<file path="src/rtl/assert_macros.svh">
// Assertion macros shared by the step limiter modules.
`ifndef ASSERT_MACROS_SVH
`define ASSERT_MACROS_SVH

// Both macros expect clk and arst_n to exist in the enclosing module.
`define ASSERT_CLK(lbl, prop, msg) \
	lbl: assert property (@(posedge clk) disable iff (!arst_n) prop) else $error(msg);

`define ASSERT_IMPLIES(lbl, pre, post, msg) \
	lbl: assert property (@(posedge clk) disable iff (!arst_n) (pre) |-> (post)) else $error(msg);

`endif

</file>
<file path="src/rtl/vtsl_pkg.sv">
// Shared types and constants for the vector target step limiter.
package vtsl_pkg;

	localparam int NUM_SLOTS  = 4;
	localparam int SLOT_IW    = (NUM_SLOTS > 1) ? $clog2(NUM_SLOTS) : 1;
	localparam int SLOT_FW    = 2;
	localparam int POS_W      = 20;
	localparam int DELTA_W    = POS_W + 1;
	localparam int MAG_W      = POS_W;
	localparam int SQ_W       = 2 * MAG_W;
	localparam int SUM_W      = SQ_W + 2;
	localparam int ROOT_W     = SUM_W / 2;
	localparam int STEP_W     = 17;
	localparam int PROD_W     = MAG_W + STEP_W;
	localparam int QUO_W      = STEP_W;
	localparam int DIV_CNT_W  = $clog2(QUO_W);
	localparam int SQRT_STEPS = SUM_W / 2;
	localparam int SQRT_CNT_W = $clog2(SQRT_STEPS);

	typedef logic signed [POS_W-1:0] pos_t;

	typedef struct packed {
		logic [SLOT_FW-1:0] slot;
		pos_t               target_x;
		pos_t               target_y;
		pos_t               target_z;
	} in_t;

	typedef struct packed {
		pos_t limited_x;
		pos_t limited_y;
		pos_t limited_z;
		logic was_clipped;
	} out_t;

	typedef struct packed {
		pos_t x;
		pos_t y;
		pos_t z;
	} pos_vec_t;

	typedef struct packed {
		logic delta_en;
		logic square_en;
		logic div_load;
		logic div_step;
	} lane_ctrl_t;

	typedef enum logic [2:0] {
		ST_IDLE,
		ST_DELTA,
		ST_SQUARE,
		ST_SUM,
		ST_SQRT,
		ST_LOAD,
		ST_DIV,
		ST_DONE
	} state_t;

endpackage

</file>
<file path="src/rtl/vtsl_lane.sv">
// One axis lane: delta, magnitude, square, and the bit-serial scale divide.
module vtsl_lane (
	input  logic                         clk,
	input  vtsl_pkg::lane_ctrl_t         ctrl,
	input  vtsl_pkg::pos_t               target,
	input  vtsl_pkg::pos_t               last,
	input  logic [vtsl_pkg::STEP_W-1:0]  max_step,
	input  logic [vtsl_pkg::ROOT_W-1:0]  distance,
	output logic [vtsl_pkg::SQ_W-1:0]    sq,
	output vtsl_pkg::pos_t               res
);
	import vtsl_pkg::*;

	logic signed [DELTA_W-1:0] delta;
	logic [DELTA_W-1:0]        delta_abs;
	logic                      neg_q;
	logic [MAG_W-1:0]          mag_q;
	logic [SQ_W-1:0]           sq_q;
	logic [PROD_W-1:0]         prod_q;
	logic [ROOT_W-1:0]         rem_q;
	logic [QUO_W-1:0]          quo_q;
	logic [ROOT_W:0]           trial;
	logic [ROOT_W:0]           dist_ext;
	logic                      trial_ge;
	logic [POS_W-1:0]          q_ext;
	logic [POS_W-1:0]          q_sgn;

	assign delta     = DELTA_W'(target) - DELTA_W'(last);
	assign delta_abs = delta[DELTA_W-1] ? DELTA_W'(-delta) : DELTA_W'(delta);

	// The quotient shifts in from the bottom while the low dividend bits leave at the top.
	assign trial    = {rem_q, quo_q[QUO_W-1]};
	assign dist_ext = {1'b0, distance};
	assign trial_ge = (trial >= dist_ext);

	always_ff @(posedge clk) begin
		if (ctrl.delta_en) begin
			neg_q <= delta[DELTA_W-1];
			mag_q <= delta_abs[MAG_W-1:0];
		end
		if (ctrl.square_en) begin
			sq_q   <= SQ_W'(mag_q) * SQ_W'(mag_q);
			prod_q <= PROD_W'(mag_q) * PROD_W'(max_step);
		end
		if (ctrl.div_load) begin
			// The quotient does not exceed max_step, so the upper bits are already below the distance.
			rem_q <= ROOT_W'(prod_q[PROD_W-1:QUO_W]);
			quo_q <= prod_q[QUO_W-1:0];
		end else if (ctrl.div_step) begin
			rem_q <= trial_ge ? ROOT_W'(trial - dist_ext) : ROOT_W'(trial);
			quo_q <= {quo_q[QUO_W-2:0], trial_ge};
		end
	end

	assign q_ext = POS_W'(quo_q);
	assign q_sgn = neg_q ? (~q_ext + POS_W'(1)) : q_ext;
	assign sq    = sq_q;
	assign res   = last + $signed(q_sgn);

endmodule

</file>
<file path="config.mk">
export PLATFORM = sky130hd
export DESIGN_NAME = vtsl_lane
export DESIGN_NICKNAME = d
export VERILOG_FILES = /design/src/rtl/assert_macros.svh /design/src/rtl/vtsl_pkg.sv /design/src/rtl/vtsl_lane.sv
export SDC_FILE = /design/constraint.sdc
export NUM_CORES = 2
export LEC_CHECK = 0
export BUFFER_PORTS_ARGS = -buffer_cell sky130_fd_sc_hd__buf_2
export CORE_UTILIZATION = 66
export CTS_CLUSTER_DIAMETER = 120
export DETAILED_ROUTE_END_ITERATION = 10
export PLACE_DENSITY = 0.89
export SLEW_MARGIN = 15
export SYNTH_ARGS = -nofsm -noshare
export SYNTH_HDL_FRONTEND = slang
export SYNTH_SLANG_ARGS = --single-unit
</file>
<file path="constraint.sdc">
create_clock -name clk -period 18.85 [get_ports clk]
set_input_delay 2.8275 -clock clk [delete_from_list [all_inputs] [get_ports clk]]
set_output_delay 2.8275 -clock clk [all_outputs]
set_load 0.01 [all_outputs]
</file>
Word level (Yosys, flattened, before mapping). Cells that the tools add are included.

Register bits after elaboration: 136. Input port bits: 83.

$lt $le $gt $ge: 1. Multiplexer cells: 7. Bitwise gates (word level): 1. Multipliers: 2. Add/subtract/negate cells: 5. Reduce and logical (&&, ||, !) cells: 1.

Operators with widths (number): 20-bit two-way mux (4); 20-bit by 20-bit multiplier with 40-bit output (1); 20-bit by 17-bit multiplier with 37-bit output (1); 17-bit two-way mux (2); 22-bit by 21-bit >= comparator with 1-bit output (1); 21-bit two-way mux (1); 20-bit by 20-bit subtractor with 21-bit output (1); 21-bit subtractor (1); 20-bit by 1-bit adder with 20-bit output, second input constant (1); 20-bit adder (1); 20-bit negation (1); 17-bit inverter with 20-bit output (1); 2-bit nonzero test (1).

Logic depth before layout (Yosys ltp).
Depth after elaboration: 4. Gate-level depth with buffers: 27.

Worst setup path after synthesis. OpenSTA, ideal clock, no wires.

Path type: input port to flip-flop. From: input max_step[2] in the netlist's numbering. To: register prod_q[35], data pin. Cell stages on the path: 24. Setup slack: 10.123 ns. Arrival: 8.469 ns. Path through: clkbuf_1 -> nand2_1 -> fa_1 -> inv_1 -> fa_1 -> inv_1 -> fa_1 -> inv_1 -> fa_1 -> fa_1 -> inv_1 -> fa_1 -> inv_1 -> ha_1 -> clkbuf_1 -> o21ai_0 -> nor2_1 -> o41ai_1 -> o211ai_1 -> o41ai_1 -> a31oi_1 -> a211o_1 -> a21oi_1 -> xnor2_1.

Word-level cells in the longest chain between the ends: 1.

Ends and longest elaborated chain: start, declared (RTL line vtsl_lane.sv:7) `input logic [vtsl_pkg::STEP_W-1:0] max_step,`; 20-bit by 17-bit multiplier with 37-bit output (RTL line vtsl_lane.sv:43) `prod_q <= PROD_W'(mag_q) * PROD_W'(max_step);`; end signal, assigned (RTL line vtsl_lane.sv:43); end, declared (RTL line vtsl_lane.sv:19) `logic [PROD_W-1:0] prod_q;`.

Every way passes these cells. A chain may end at the register's enable or synchronous reset.

Worst setup path after layout.
From: input max_step[3] in the netlist's numbering. To: register prod_q[33], data pin.

The elaborated chain is that of the path after synthesis.

==> out/metrics.cfg <==
[status]
status = finished, final reports clean

[setup_path]
end_kind = flip-flop
regToRegStartpoint = mag_q[4]
startpoint_type = input pin
worstSetupPathType = input pin to flip-flop
r2r_setup_slack_ps = 10470
crit_path_top_delay_cell = fa_1
worstRegToRegCells = 22
critPathMostFrequentCell = fa_1
r2r_end = sq[38]
critical_path_arrival_ps = 9120
cpLargestDelayFamily = adder cells
critPathMaxStageDelay_ps = 540
critical_path.cell_chain = buf_2, nand2_1, fa_1, inv_1, fa_1, inv_1, fa_1, inv_1, fa_1, fa_1, inv_1, fa_1, inv_1, ha_1, a211oi_1, nor2_1, o41ai_1, o211ai_1, o41ai_1, a31oi_1, a21o_1, a21oi_1, xnor2_1
cp_max_fo = 20
required_ps = 19050
worst-path-buf-inv = 6

[cells_and_area]
area_delta_synth_final_pct = 5.39
layout-drive-gt1-share = 0.0701
utilization = 0.704
final_area_um2 = 32700
final_nets = 4357
insertedDiodeCount = 0

[logic_synthesis]
synth_flop_cell = edfxtp_1
synthesis.area_um2 = 31000
synthDominantCellAreaShare = 0.355
synth_nets = 4318
ys_async_sr_fraction = 0
synth_area_leaders = fa_1 (35%), ha_1 (13%), edfxtp_1 (13%)
synth-edff-count = 134
synth-seq-cells = 135
ys_warn_count = 0
synth_area_per_cell_um2 = 9.24
syn_inst = 3359
yosysTopAreaCell = fa_1
synth_cell_type_count = 74
ys_seq_area_frac = 0.130

[cts]
cts_buffers = 17
post_cts_resize_count = 0
clockBufferDepth = 2
clk_pin_slew_ps = 70
clock-sinks = 135
cts_root_buf = clkbuf_16
hold_buffers = 0
htree_levels = 4
cts_tree = built
cts_setup_buffers = 0
insertion_delay_ps = 460

[placement]
portBuffers = 141
place_hpwl_um = 56100
gp_congestion = 0.936
place_area_um2 = 32100

[global_route]
grt_use_met3 = 0.0550
grt_pass1_vias = 24700
grt-busiest-layer = met2
grt_util_met1 = 0.399
met2_usage = 0.551
grt_max_degree = 77
grt_pass1_wl_um = 119000
track_usage = 0.318
grt_overflow = 0
antenna_found_initial = 1

[timing]
clock_skew_ps = 13.7
finalSetupViolations = 0
slew_headroom = 0.312
worstMarginPinSlew_ps = 1030
period_share = 0.473
rsz0062_at_grt = no
finalHoldViolations = 0
max_freq_ghz = 0.112
final_max_slew_viol_count = 0
fin_setup_tns_ps = 0
final.min_clock_period_ps = 8910
hold_slack_ps = 521

[hold_path]
holdPathEnd = rem_q[20]
worstHoldStart = rem_q[20]
min_path_cells = 2
hold_path.class = flip-flop to flip-flop

[drt]
viasPerCell = 5.83
vias = 23400
ant_nets = 0
first_iter_violations = 1700
drt_drc_violations_left = 0
wl_per_cell_um = 18.0
drt_first_pass_iters = 5
routed_wl_um = 72400

[die]
initial_utilization = 0.668
die_w_um = 219
core_um2 = 46500
pin_count = 143
row_count = 79
design.die.area_um2 = 47900
die_h_um = 219

[flow_run]
drv_cap = 0

through the flow:
stage	std cells	setup WS [ps]
final	4018	9940
after global placement	3986	9760
after detailed placement	3986	9570
after floorplan	3359	10120
after global routing	4018	9570
after CTS	4018	10020
cell usage after synthesis, types with 54 or more instances:
cell type    n
inv_1      749
fa_1       550
nand2_1    420
ha_1       326
and2_1     184
edfxtp_1   134
clkbuf_1   130
a21oi_1    111
xnor2_1    108
nor2_1      91
o21ai_0     77
a21o_1      56
xor2_1      54
layout by cell type (no fill, tap or decap), types with 8 or more instances in the layout:
master	Yosys	final
mux2i_1	8	8
buf_4	1	23
ha_1	326	326
nor2_1	91	91
nand4_1	13	13
nand2b_1	20	20
o21bai_1	19	19
mux2_2	18	18
edfxtp_1	134	134
fa_1	550	550
o21a_1	32	32
or3_1	8	8
nor4_1	8	8
a31oi_1	11	11
nand2_1	420	420
nor3_1	20	20
nand3_1	22	22
o21ai_0	77	77
inv_1	749	749
nor2b_1	18	18
and3_1	17	17
a21o_1	56	56
xnor2_1	108	108
clkbuf_16	0	17
and2_1	184	184
o211ai_1	10	10
buf_2	5	140
o31ai_1	17	17
a21oi_1	111	111
a211oi_1	12	12
xor2_1	54	54
layer usage:
| metal | share of wire | vias up |
|---|---|---|
| met4 | 0.034 | 2 |
| met3 | 0.076 | 222 |
| li1 | - | 10500 |
| met5 | 0.00018 | - |
| met1 | 0.39 | 11700 |
| met2 | 0.50 | 999 |
cell type report:
type                            count  area [um^2]
Fill cell                        3377        13700
Sequential cell                   135         4040
Clock buffer                       17          425
Timing Repair Buffer              163          873
Inverter                          749         2810
Clock inverter                     15          159
Multi-Input combinational cell   2332        23600
Tap cell                          607          759
registers in the layout (all words and copies together) (netlist names):
name	cells
mag_q	20
sq	39
quo_q	17
neg_q	1
prod_q	37
rem_q	21
logic make-up after synthesis:
logic type,share of synthesized area
DFF,0.130
other,0.000121
muxes,0.00911
and+or+nand+nor,0.133
xor gates and xnor gates,0.0457
adders and majority gates,0.486
buffers and inverters,0.108
AOI/OAI and AO/OA,0.0872
worst max-delay path by stage:
stage	from	end	slack, ps	cells past startpoint
final	max_step[3]	prod_q[33]	9940	23
after global routing	max_step[3]	prod_q[35]	9570	23
after CTS	max_step[3]	prod_q[35]	10020	23
after detailed placement	max_step[3]	prod_q[35]	9570	23
after global placement	max_step[2]	prod_q[35]	9760	23
after floorplan	max_step[2]	prod_q[35]	10120	24
worst reg2reg max path, cell delays in order, from the launching register on:
cell and delay [ps]:
edfxtp_1 330, buf_4 420, nand2_1 230, fa_1 580, inv_1 80, fa_1 520, inv_1 60, fa_1 490
inv_1 50, fa_1 500, fa_1 570, fa_1 440, fa_1 470, ha_1 380, and3_1 400, nand4_1 170
o31ai_1 750, nor3b_1 210, o31ai_1 650, a31oi_1 230, o31a_1 300, o21ai_0 200, xor2_1 100
Power is not shown: default switching activity piles up to over one toggle a cycle in this logic, so the estimate is an artifact.
