[src/rtl/assert_macros.svh]
// Assertion macros shared by the step limiter modules.
`ifndef ASSERT_MACROS_SVH
`define ASSERT_MACROS_SVH

// Both macros expect clk and arst_n to exist in the enclosing module.
`define ASSERT_CLK(lbl, prop, msg) \
	lbl: assert property (@(posedge clk) disable iff (!arst_n) prop) else $error(msg);

`define ASSERT_IMPLIES(lbl, pre, post, msg) \
	lbl: assert property (@(posedge clk) disable iff (!arst_n) (pre) |-> (post)) else $error(msg);

`endif

[src/rtl/vtsl_pkg.sv]
// Shared types and constants for the vector target step limiter.
package vtsl_pkg;

	localparam int NUM_SLOTS  = 4;
	localparam int SLOT_IW    = (NUM_SLOTS > 1) ? $clog2(NUM_SLOTS) : 1;
	localparam int SLOT_FW    = 2;
	localparam int POS_W      = 20;
	localparam int DELTA_W    = POS_W + 1;
	localparam int MAG_W      = POS_W;
	localparam int SQ_W       = 2 * MAG_W;
	localparam int SUM_W      = SQ_W + 2;
	localparam int ROOT_W     = SUM_W / 2;
	localparam int STEP_W     = 17;
	localparam int PROD_W     = MAG_W + STEP_W;
	localparam int QUO_W      = STEP_W;
	localparam int DIV_CNT_W  = $clog2(QUO_W);
	localparam int SQRT_STEPS = SUM_W / 2;
	localparam int SQRT_CNT_W = $clog2(SQRT_STEPS);

	typedef logic signed [POS_W-1:0] pos_t;

	typedef struct packed {
		logic [SLOT_FW-1:0] slot;
		pos_t               target_x;
		pos_t               target_y;
		pos_t               target_z;
	} in_t;

	typedef struct packed {
		pos_t limited_x;
		pos_t limited_y;
		pos_t limited_z;
		logic was_clipped;
	} out_t;

	typedef struct packed {
		pos_t x;
		pos_t y;
		pos_t z;
	} pos_vec_t;

	typedef struct packed {
		logic delta_en;
		logic square_en;
		logic div_load;
		logic div_step;
	} lane_ctrl_t;

	typedef enum logic [2:0] {
		ST_IDLE,
		ST_DELTA,
		ST_SQUARE,
		ST_SUM,
		ST_SQRT,
		ST_LOAD,
		ST_DIV,
		ST_DONE
	} state_t;

endpackage

[src/rtl/vtsl_isqrt.sv]
// Floor integer square root, one result bit per cycle.
`include "assert_macros.svh"

module vtsl_isqrt (
	input  logic                        clk,
	input  logic                        arst_n,
	input  logic                        start,
	input  logic [vtsl_pkg::SUM_W-1:0]  radicand,
	output logic                        done,
	output logic [vtsl_pkg::ROOT_W-1:0] root
);
	import vtsl_pkg::*;

	logic [SUM_W-1:0]      rad_q;
	logic [ROOT_W:0]       rem_q;
	logic [ROOT_W-1:0]     root_q;
	logic [SQRT_CNT_W-1:0] cnt_q;
	logic                  busy_q;
	logic                  done_q;
	logic [ROOT_W+2:0]     r2;
	logic [ROOT_W+2:0]     trial;
	logic                  take;

	assign r2    = {rem_q, rad_q[SUM_W-1 -: 2]};
	assign trial = (ROOT_W+3)'({root_q, 2'b01});
	assign take  = (r2 >= trial);

	always_ff @(posedge clk or negedge arst_n) begin
		if (!arst_n) begin
			busy_q <= 1'b0;
			done_q <= 1'b0;
			cnt_q  <= '0;
		end else begin
			done_q <= 1'b0;
			if (start) begin
				busy_q <= 1'b1;
				cnt_q  <= '0;
			end else if (busy_q) begin
				cnt_q <= cnt_q + SQRT_CNT_W'(1);
				if (cnt_q == SQRT_CNT_W'(SQRT_STEPS - 1)) begin
					busy_q <= 1'b0;
					done_q <= 1'b1;
				end
			end
		end
	end

	always_ff @(posedge clk) begin
		if (start) begin
			rad_q  <= radicand;
			rem_q  <= '0;
			root_q <= '0;
		end else if (busy_q) begin
			rad_q  <= {rad_q[SUM_W-3:0], 2'b00};
			rem_q  <= take ? (ROOT_W+1)'(r2 - trial) : (ROOT_W+1)'(r2);
			root_q <= {root_q[ROOT_W-2:0], take};
		end
	end

	assign done = done_q;
	assign root = root_q;

	`ASSERT_CLK(a_start_busy, start |=> busy_q, "square root did not start after a start pulse")
	`ASSERT_IMPLIES(a_done_after_busy, done_q, $past(busy_q), "square root done without a run")

endmodule

[config.mk]
export PLATFORM = sky130hd
export DESIGN_NAME = vtsl_isqrt
export DESIGN_NICKNAME = d
export VERILOG_FILES = /design/src/rtl/vtsl_pkg.sv /design/src/rtl/vtsl_isqrt.sv
export VERILOG_INCLUDE_DIRS = /design/src /design/src/rtl
export SDC_FILE = /design/constraint.sdc
export NUM_CORES = 1
export LEC_CHECK = 0
export BUFFER_PORTS_ARGS = -buffer_cell sky130_fd_sc_hd__clkbuf_2
export CAP_MARGIN = 20
export CORE_ASPECT_RATIO = 1.2
export CORE_MARGIN = 2
export CORE_UTILIZATION = 45
export DETAILED_ROUTE_END_ITERATION = 8
export GPL_ROUTABILITY_DRIVEN = 0
export MAX_ROUTING_LAYER = met4
export PLACE_DENSITY = 0.76
export SETUP_SLACK_MARGIN = 0.05
export SYNTH_ARGS = -nofsm -noshare
export SYNTH_HDL_FRONTEND = slang
export SYNTH_SLANG_ARGS = --single-unit
[constraint.sdc]
create_clock -name clk -period 3.41 [get_ports clk]
set_input_delay 0.341 -clock clk [delete_from_list [all_inputs] [get_ports clk]]
set_output_delay 0.341 -clock clk [all_outputs]
set_load 0.05 [all_outputs]
**Word-level counts from Yosys, hierarchy flattened**

Cells that the tools add are included.

- Input port bits: 45
- Word-level logic and storage cells: 22
- Register bits: 92

- Muxes and demuxes: 11
- Reductions and logical operators: 1
- Add/sub/neg operators: 2
- Equal/unequal tests: 1
- Order comparisons: 1

Operators by type and width:

| kind | count |
|---|---|
| $mux W42 | 2 |
| $ge A24 B23 Y1 | 1 |
| $mux W22 | 1 |
| $sub A22 B22 Y22 | 1 |
| $mux W5 | 2 |
| $mux W1 | 6 |
| $add A5 B1 Y5 const B | 1 |
| $eq A5 B5 Y1 const B | 1 |
| $reduce_bool A2 Y1 | 1 |

**Depth between registers and ports, before layout**

Gate-level depths: netlist of the first run.

- Depth after elaboration: 4
- Depth in mapped cells: 11
- Gate-level depth less buffers: 9

**Least setup slack after synthesis of the first run**

Ideal clock, no wire load.

- Path kind: register to register
- Start point: register root_q[11] (netlist: root[11])
- End point: register rem_q[19]
- Library setup time: 140 ps
- Arrival time: 2679 ps
- Slack: 592 ps
- Stages on the path, launching flop included: 11
- Period minus slack after synthesis: 2818 ps
- Buffers on the path: 1
- Required time: 3270 ps
- Cells stage by stage: dfxtp_1 -> inv_1 -> ha_1 -> a21o_1 -> a31o_2 -> a31o_1 -> a21boi_0 -> nand2_2 -> buf_2 -> o31ai_1 -> a31oi_1

- Longest elaborated chain between the ends: 2

RTL lines:

| item | line | text |
|---|---|---|
| from (decl) | vtsl_isqrt.sv:16 | `logic [ROOT_W-1:0] root_q;` |
| from (signal assigned) | vtsl_isqrt.sv:56 | `root_q <= {root_q[ROOT_W-2:0], take};` |
| $sub A22 B22 Y22 / $ge A24 B23 Y1 (equally long branches) | vtsl_isqrt.sv:55, vtsl_isqrt.sv:26 |  |
| $mux W22 (*) | vtsl_isqrt.sv:55 | `rem_q <= take ? (ROOT_W+1)'(r2 - trial) : (ROOT_W+1)'(r2);` |
| to (signal assigned) | vtsl_isqrt.sv:55 |  |
| to (decl) | vtsl_isqrt.sv:15 | `logic [ROOT_W:0] rem_q;` |

Every way passes the cells marked *; elsewhere a longest branch is shown, timed or not.
A chain may end at the register's enable or synchronous reset.

**Worst setup path after layout of the first run**

Same ends and word-level chain as after synthesis.

==> results of run 1 <==
metal layers:
layer | vias up | global-route usage | part of all wire
met4 | 0 | 0.07106 | 0.022
met2 | 87 | 0.2918 | 0.50
met5 | - | - | 0
li1 | 1861 | - | -
met3 | 19 | 0.04460 | 0.056
met1 | 1730 | 0.2113 | 0.43
per-stage QoR:
stage | cell area, um2 | hold WS, ns | utilization | setup slack, ns | std cells
2_1_floorplan | 4975 | 0.04541 | - | 0.5917 | 477
3_3_place_gp | 5389 | 0.1853 | 0.4930 | 0.7794 | 657
3_5_place_dp | 5389 | 0.1868 | 0.4930 | 0.6706 | 657
4_1_cts | 5727 | 0.2575 | 0.5239 | 0.6704 | 674
5_1_grt | 5727 | 0.2795 | 0.5239 | 0.4668 | 674
6_report | 5727 | 0.2712 | 0.5239 | 0.6750 | 674
cells in the final DEF, fill, tap and decap left out, drive strengths merged, types with 5 or more instances in the layout:
cell type	netlist	routed
mux2i	22	22
ha	25	25
dfxtp	43	43
a21oi	23	23
nor2	54	54
xnor2	6	6
inv	28	32
edfxtp	42	42
a211oi	6	6
dfrtp	7	7
nand2	35	35
or3	6	6
xor2	9	9
mux2	40	40
and3	5	5
nand3	9	9
a31oi	5	5
o21ai	14	14
clkbuf	14	74
a21o	10	10
nor3	7	7
a311oi	13	13
path summary, 6_finish.rpt:
kind,endpoint,depth (start not counted),from
max,rem_q[19],9,root[11]
min,rad_q[1],2,radicand[1]
max reg2reg,rem_q[19],9,root[11]
min reg2reg,rem_q[20],2,rem_q[20]
max in group asynchronous,busy_q,2,arst_n
min in group asynchronous,cnt_q[3],2,arst_n
final cells by class:
class | count | area share
flip-flops and latches | 92 | 0.4014
multi-input cells | 336 | 0.4311
well taps | 132 | 0.02884
inverters | 29 | 0.01901
clock buffers | 9 | 0.03933
repair buffers | 69 | 0.06249
clock inverters | 7 | 0.01792
synthesized netlist by cell type, types with 6 or more instances:
cell type	number	share of area
sky130_fd_sc_hd__a21o_1	10	0.015
sky130_fd_sc_hd__a21oi_1	23	0.023
sky130_fd_sc_hd__a311oi_1	10	0.018
sky130_fd_sc_hd__clkbuf_1	14	0.011
sky130_fd_sc_hd__dfrtp_1	7	0.035
sky130_fd_sc_hd__dfxtp_1	43	0.17
sky130_fd_sc_hd__edfxtp_1	42	0.25
sky130_fd_sc_hd__ha_1	25	0.063
sky130_fd_sc_hd__inv_1	28	0.021
sky130_fd_sc_hd__mux2_2	40	0.091
sky130_fd_sc_hd__mux2i_1	22	0.044
sky130_fd_sc_hd__nand2_1	34	0.026
sky130_fd_sc_hd__nand3_1	9	0.0091
sky130_fd_sc_hd__nor2_1	52	0.039
sky130_fd_sc_hd__nor3_1	7	0.0070
sky130_fd_sc_hd__o21ai_0	13	0.013
sky130_fd_sc_hd__or3_1	6	0.0075
sky130_fd_sc_hd__xnor2_1	6	0.011
sky130_fd_sc_hd__xor2_1	9	0.016
flip-flops by register name (all words and copies together), names as in the netlist:
register	count
busy_q	1
cnt_q	5
done	1
rad_q	42
rem_q	22
root	21
power breakdown:
| part | internal, mW | switching, mW | total, mW | leakage (nW) |
|---|---|---|---|---|
| Sequential | 1.33 | 0.112 | 1.44 | 0.891 |
| Clock | 0.597 | 0.481 | 1.08 | 0.160 |
| Combinational | 0.899 | 1.19 | 2.09 | 1.44 |
| Total | 2.82 | 1.79 | 4.61 | 2.49 |
logic make-up after synthesis:
logic type | synth area share
adders and majority gates | 0.06288
DFF | 0.4618
AOI/OAI and AO/OA | 0.1424
and+or+nand+nor | 0.1298
xor gates and xnor gates | 0.02641
muxes | 0.1348
buffers and inverters | 0.04200
what timing repair did:
action | in CTS | in global routing
hold buffers | 1 | 0
hold endpoints to repair | 7 | 0
setup endpoints to repair | 0 | 0
==> load_flow_metrics.sql, run 1 <==
INSERT INTO impl_metrics (metric_group, metric, value, unit) VALUES
('worst_setup_path', 'worst_path_largest_cell_delay', '0.37', 'ns'),
('worst_setup_path', 'crit_path_top_delay_cell', 'sky130_fd_sc_hd__dfxtp_1', ''),
('timing', 'final-max-slew-violation-count', '0', ''),
('synth', 'synth_seq_area_share', '0.4618', ''),
('synth', 'synth-main-ff-cell', 'sky130_fd_sc_hd__dfxtp_1', ''),
('clocking', 'post-cts-setup-buffers', '0', ''),
('placement', 'detailedPlacementHpwl', '6.972', 'mm'),
('cells_and_area', 'nNetsFinal', '607', ''),
('global_routing', 'grt_pass1_wl', '16.68', 'mm'),
('cells_and_area', 'n_fill_cell', '995', ''),
('die', 'core_region_area', '10930', 'um2'),
('synth', 'yosysWarningCount', '0', ''),
('clocking', 'cts_root_buf', 'sky130_fd_sc_hd__clkbuf_16', ''),
('cells_and_area', 'diodes', '0', ''),
('power', 'total_power', '4.611', 'mW'),
('timing', 'max_freq', '365.6', 'MHz'),
('clocking', 'cts-resized-gates', '0', ''),
('drt', 'drc', '0', ''),
('cells_and_area', 'drive_gt1_frac', '0.2565', ''),
('drt', 'routed-via-count', '3697', ''),
('timing', 'final-setup-viol-count', '0', ''),
('cells_and_area', 'regArea', '2298', 'um2'),
('clocking', 'count_of_h_tree_levels_built_during_cts', '3', ''),
('drt', 'routed_via_density', '5.485', ''),
('global_routing', 'grt.overflow.total', '0', ''),
('timing', 'final_min_period_over_clock_period', '0.8021', ''),
('power', 'power.density', '805.2', 'nW/um2'),
('timing', 'timing.setup.tns', '0', 'ns'),
('cells_and_area', 'area.growth.synth_to_final', '15.12', '%'),
('synth', 'synth-edff-count', '42', ''),
('clocking', 'clock_latency', '0.35', 'ns'),
('timing', 'worst_pin_slew', '0.9526', 'ns'),
('timing', 'timing.slew.headroom', '0.3649', ''),
('timing', 'grt_setup_unrepaired', 'false', ''),
('worst_setup_path', 'crit_start_category', 'flip-flop', ''),
('synth', 'ys_ff_latch', '92', ''),
('timing', 'period_needed', '2.735', 'ns'),
('power', 'total_leakage_power', '2.491', 'nW'),
('synth', 'post_synth_num_cell_types', '59', ''),
('drt', 'totalWireLength', '10.03', 'mm'),
('clocking', 'clk_pin_slew', '0.07', 'ns'),
('worst_setup_path', 'endpoint_kind', 'flip-flop', ''),
('die', 'floorplan.initialDensity', '0.4551', ''),
('worst_setup_path', 'reg2reg_setup_slack', '0.67', 'ns'),
('job', 'drv.max_cap_violation_count', '0', ''),
('drt', 'violation_count_after_the_first_detailed_route_iteration', '209', ''),
('run_status', 'status', 'complete, no violations', ''),
('worst_setup_path', 'worstPathArrival', '2.93', 'ns'),
('global_routing', 'grt_start_max_net_pins', '64', ''),
('placement', 'port-buffer-count', '66', ''),
('global_routing', 'grt_pass1_vias', '3620', ''),
('die', 'floorplan.rows', '42', ''),
('cells_and_area', 'multi_input_comb_area', '2469', 'um2'),
('die', 'pin_count', '67', ''),
('worst_setup_path', 'worst_ep_required_time', '3.60', 'ns'),
('clocking', 'clkSinkCount', '92', ''),
('die', 'die_area', '11920', 'um2'),
('worst_setup_path', 'critical-path-top-delay-family', 'compound AO/OA/AOI/OAI gates', ''),
('synth', 'syn_area', '4975', 'um2'),
('hold_path', 'hold_class', 'input pin to flip-flop', ''),
('global_routing', 'antenna_found_initial', '0', ''),
('timing', 'final.setup_skew', '0.007018', 'ns'),
('drt', 'routed_wire_length_per_instance', '14.88', 'um'),
('clocking', 'cts-root-to-sink-buffers', '2', ''),
('worst_setup_path', 'crit_buf_inv', '1', ''),
('power', 'vdd_drop_max', '359.3', 'uV'),
('die', 'chipHeight', '119.2', 'um'),
('worst_setup_path', 'cells_along_the_critical_path', 'inv_1, ha_1, a21o_1, a31o_2, a31o_1, a21boi_0, nand2_2, o31ai_1, a31oi_1', ''),
('synth', 'synthesis.instances', '477', ''),
('worst_setup_path', 'critical_path_class', 'flip-flop to flip-flop', ''),
('global_routing', 'grt_usage', '0.1787', ''),
('drt', 'detailedRoute.firstPassIterationCount', '4', ''),
('timing', 'hold_viol_final', '0', ''),
('worst_setup_path', 'critical_path_peak_fanout', '17', ''),
('drt', 'detail-route-antenna-nets', '0', ''),
('synth', 'synth-async-reset-ratio', '0.07609', ''),
('synth', 'mappedNetlistNets', '547', ''),
('synth', 'synth.avg_cell_area', '10.43', 'um2'),
('clocking', 'cts_made_buffers', '9', ''),
('die', 'width_of_the_chip', '99.98', 'um'),
('clocking', 'tritoncts', 'done', '');
Note: power is estimated with default switching activity, not from simulation.
==> run 2: changes to the inputs <==
--- a/config.mk
+++ b/config.mk
@@ -14,7 +14,7 @@
 export DETAILED_ROUTE_END_ITERATION = 8
 export GPL_ROUTABILITY_DRIVEN = 0
 export MAX_ROUTING_LAYER = met4
-export PLACE_DENSITY = 0.76
+export PLACE_DENSITY = 0.78
 export SETUP_SLACK_MARGIN = 0.05
 export SYNTH_ARGS = -nofsm -noshare
 export SYNTH_HDL_FRONTEND = slang
==> constraint.sdc (replaced) <==
create_clock -name clk -period 2.3 [get_ports clk]
set_input_delay 0.23 -clock clk [delete_from_list [all_inputs] [get_ports clk]]
set_output_delay 0.23 -clock clk [all_outputs]
set_load 0.05 [all_outputs]
==> run 2 against run 1 <==
- critical endpoint is now rem_q[14]
- largest cell class unchanged
- sequential share of layout area shrank 5.3 points
- critical path depth grew 2
- highest routed layer unchanged
- non-clock buffer count grew 76
- combinational power grew 140%
- global-route usage grew 3.2 points
- first-iteration DRC count grew 24%
- largest power group unchanged
- the run now ends with setup timing left
- final cell count grew 11%
==> load_flow_metrics.sql, run 2 (synthesis gave the netlist of run 1 again) <==
INSERT INTO impl_metrics (metric_group, metric, value, unit) VALUES
('timing', 'grt_setup_unrepaired', 'true', ''),
('worst_setup_path', 'critical_path_class', 'flip-flop to flip-flop', ''),
('timing', 'final_min_period_over_clock_period', '1.036', ''),
('clocking', 'tritoncts', 'done', ''),
('worst_setup_path', 'worst_path_largest_cell_delay', '0.36', 'ns'),
('global_routing', 'grt_pass1_vias', '4331', ''),
('placement', 'detailedPlacementHpwl', '8.279', 'mm'),
('clocking', 'cts_root_buf', 'sky130_fd_sc_hd__clkbuf_16', ''),
('run_status', 'violations', 'setup timing', ''),
('power', 'total_leakage_power', '2.953', 'nW'),
('worst_setup_path', 'crit_end', 'rem_q[14]', ''),
('drt', 'drc', '0', ''),
('drt', 'detail-route-antenna-nets', '0', ''),
('die', 'width_of_the_chip', '99.98', 'um'),
('run_status', 'status', 'complete, but fails checks', ''),
('drt', 'violation_count_after_the_first_detailed_route_iteration', '260', ''),
('timing', 'timing.slew.headroom', '0.6967', ''),
('cells_and_area', 'drive_gt1_frac', '0.4822', ''),
('global_routing', 'grt.overflow.total', '0', ''),
('timing', 'period_needed', '2.382', 'ns'),
('cells_and_area', 'nNetsFinal', '683', ''),
('drt', 'routed-via-count', '4238', ''),
('drt', 'totalWireLength', '12.47', 'mm'),
('cells_and_area', 'largest_register_ff_count', '42', ''),
('cells_and_area', 'registers.top_by_ff_count', 'rad_q', ''),
('cells_and_area', 'area.growth.synth_to_final', '36.92', '%'),
('clocking', 'cts-root-to-sink-buffers', '2', ''),
('timing', 'final-setup-viol-count', '9', ''),
('clocking', 'cts_made_buffers', '9', ''),
('die', 'floorplan.rows', '42', ''),
('timing', 'final-max-slew-violation-count', '0', ''),
('worst_setup_path', 'crit_path_top_delay_cell', 'sky130_fd_sc_hd__dfxtp_4', ''),
('drt', 'detailedRoute.firstPassIterationCount', '5', ''),
('job', 'drv.max_cap_violation_count', '0', ''),
('global_routing', 'grt_pass1_wl', '19.58', 'mm'),
('global_routing', 'grt_start_max_net_pins', '43', ''),
('worst_setup_path', 'worst_r2r_startpoint', 'root[11]', ''),
('clocking', 'clkSinkCount', '92', ''),
('cells_and_area', 'diodes', '0', ''),
('power', 'power.density', '1284', 'nW/um2'),
('timing', 'hold_viol_final', '0', ''),
('cells_and_area', 'postLayoutCellArea', '6812', 'um2'),
('cells_and_area', 'most_frequent_standard_cell_in_the_layout_excluding_fill_and_tap_cells', 'sky130_fd_sc_hd__buf_4', ''),
('die', 'core_region_area', '10930', 'um2'),
('global_routing', 'antenna_found_initial', '0', ''),
('worst_setup_path', 'crit_path_frequent_cell', 'sky130_fd_sc_hd__a31o_4', ''),
('placement', 'detailed_place.area', '6146', 'um2'),
('timing', 'timing.setup.tns', '-0.2968', 'ns'),
('power', 'vdd_drop_max', '666.1', 'uV'),
('worst_setup_path', 'endpoint_kind', 'flip-flop', ''),
('placement', 'port-buffer-count', '66', ''),
('hold_path', 'hold_class', 'input pin to flip-flop', ''),
('clocking', 'count_of_h_tree_levels_built_during_cts', '3', ''),
('global_routing', 'grt_usage', '0.2105', ''),
('die', 'floorplan.initialDensity', '0.4551', ''),
('worst_setup_path', 'cells_along_the_critical_path', 'inv_4, ha_4, a21o_1, a31o_4, a31o_4, a21bo_4, nor2_4, buf_6, buf_4, nand2_1, a311oi_2', ''),
('timing', 'worst_pin_slew', '0.4550', 'ns'),
('drt', 'routed_via_density', '5.651', ''),
('clocking', 'clk_pin_slew', '0.08', 'ns'),
('die', 'chipHeight', '119.2', 'um'),
('power', 'total_power', '8.744', 'mW'),
('worst_setup_path', 'rr_endpoint', 'rem_q[14]', ''),
('worst_setup_path', 'critical_path_peak_fanout', '5', ''),
('die', 'pin_count', '67', ''),
('worst_setup_path', 'reg2reg_setup_slack', '-0.08', 'ns'),
('drt', 'routed_wire_length_per_instance', '16.63', 'um'),
('timing', 'max_freq', '419.8', 'MHz'),
('cells_and_area', 'commonest_cells_after_routing_fill_and_taps_aside', 'sky130_fd_sc_hd__buf_4, sky130_fd_sc_hd__clkbuf_2, sky130_fd_sc_hd__nor2_1', ''),
('timing', 'final.setup_skew', '0.01018', 'ns'),
('worst_setup_path', 'r2r_cells', '11', ''),
('cells_and_area', 'n_fill_cell', '834', ''),
('worst_setup_path', 'crit_start_category', 'flip-flop', ''),
('timing', 'final.hold.worst_slack', '0.1673', 'ns'),
('clocking', 'clock_latency', '0.35', 'ns'),
('worst_setup_path', 'worst_ep_required_time', '2.55', 'ns'),
('die', 'die_area', '11920', 'um2'),
('worst_setup_path', 'worstPathArrival', '2.63', 'ns'),
('worst_setup_path', 'worstSetupStartpoint', 'root[11]', ''),
('timing', 'finalWorstSetupSlack', '-0.08231', 'ns');
==> run 2: worst min path at each step <==
stage / depth (start not counted) / slack, ns / to / from
3_5_place_dp: 1 / 0.08 / done / arst_n
5_1_grt: 2 / 0.17 / rad_q[1] / radicand[1]
3_3_place_gp: 1 / 0.07 / done / arst_n
4_1_cts: 2 / 0.16 / rad_q[1] / radicand[1]
2_1_floorplan: 0 / -0.07 / busy_q / arst_n
6_report: 2 / 0.17 / rad_q[1] / radicand[1]
==> run 2: power breakdown <==
group	internal, mW	switching, mW
Clock	0.782	0.730
Sequential	1.96	0.182
Combinational	2.62	2.46
Total	5.37	3.38
==> run 2: per-layer routing <==
metal  GRT usage  routed length, um  vias to the layer above  share of wire
met3     0.03580                569                       41          0.046
met2      0.3598               6403                      148           0.51
met5           -                  0                        -              0
met4      0.1045                420                        0          0.034
li1            -                  -                     2012              -
met1      0.2361               5080                     2037           0.41
==> run 2: worst max-delay path: cells and delay by family, from the launching register on <==
kind,cells,cell delay [ns]
compound gates,5,1.22
flops,1,0.36
buf+inv,3,0.26
simple gates,2,0.22
fa+ha+maj,1,0.21
==> run 2: stage by stage <==
| step | cells | util | setup WS [ns] |
|---|---|---|---|
| global route | 750 | 0.6232 | -0.2006 |
| global placement | 720 | 0.5623 | 0.004996 |
| floorplan | 477 | - | -0.02240 |
| detailed placement | 720 | 0.5623 | -0.05649 |
| CTS | 744 | 0.6036 | -0.01629 |
| finish | 750 | 0.6232 | -0.08231 |
==> run 2: repair_timing <==
action / CTS / global route
hold buffers: 1 / 0
pin swaps: 23 / 32
hold endpoints to repair: 7 / 0
resized for setup: 19 / 37
endpoints found under the setup margin: 13 / 22
buffers inserted: 7 / 5
gates cloned: 0 / 1
==> run 2: final cells by class <==
| cell class | instances | area (um2) | share of cell area |
|---|---|---|---|
| tap | 132 | 165.2 | 0.02425 |
| timing repair buffer | 145 | 997.2 | 0.1464 |
| clock buffer | 9 | 225.2 | 0.03306 |
| clock inverter | 7 | 88.84 | 0.01304 |
| sequential | 92 | 2372 | 0.3483 |
| inverter | 29 | 113.9 | 0.01672 |
| multi-input combinational | 336 | 2849 | 0.4183 |
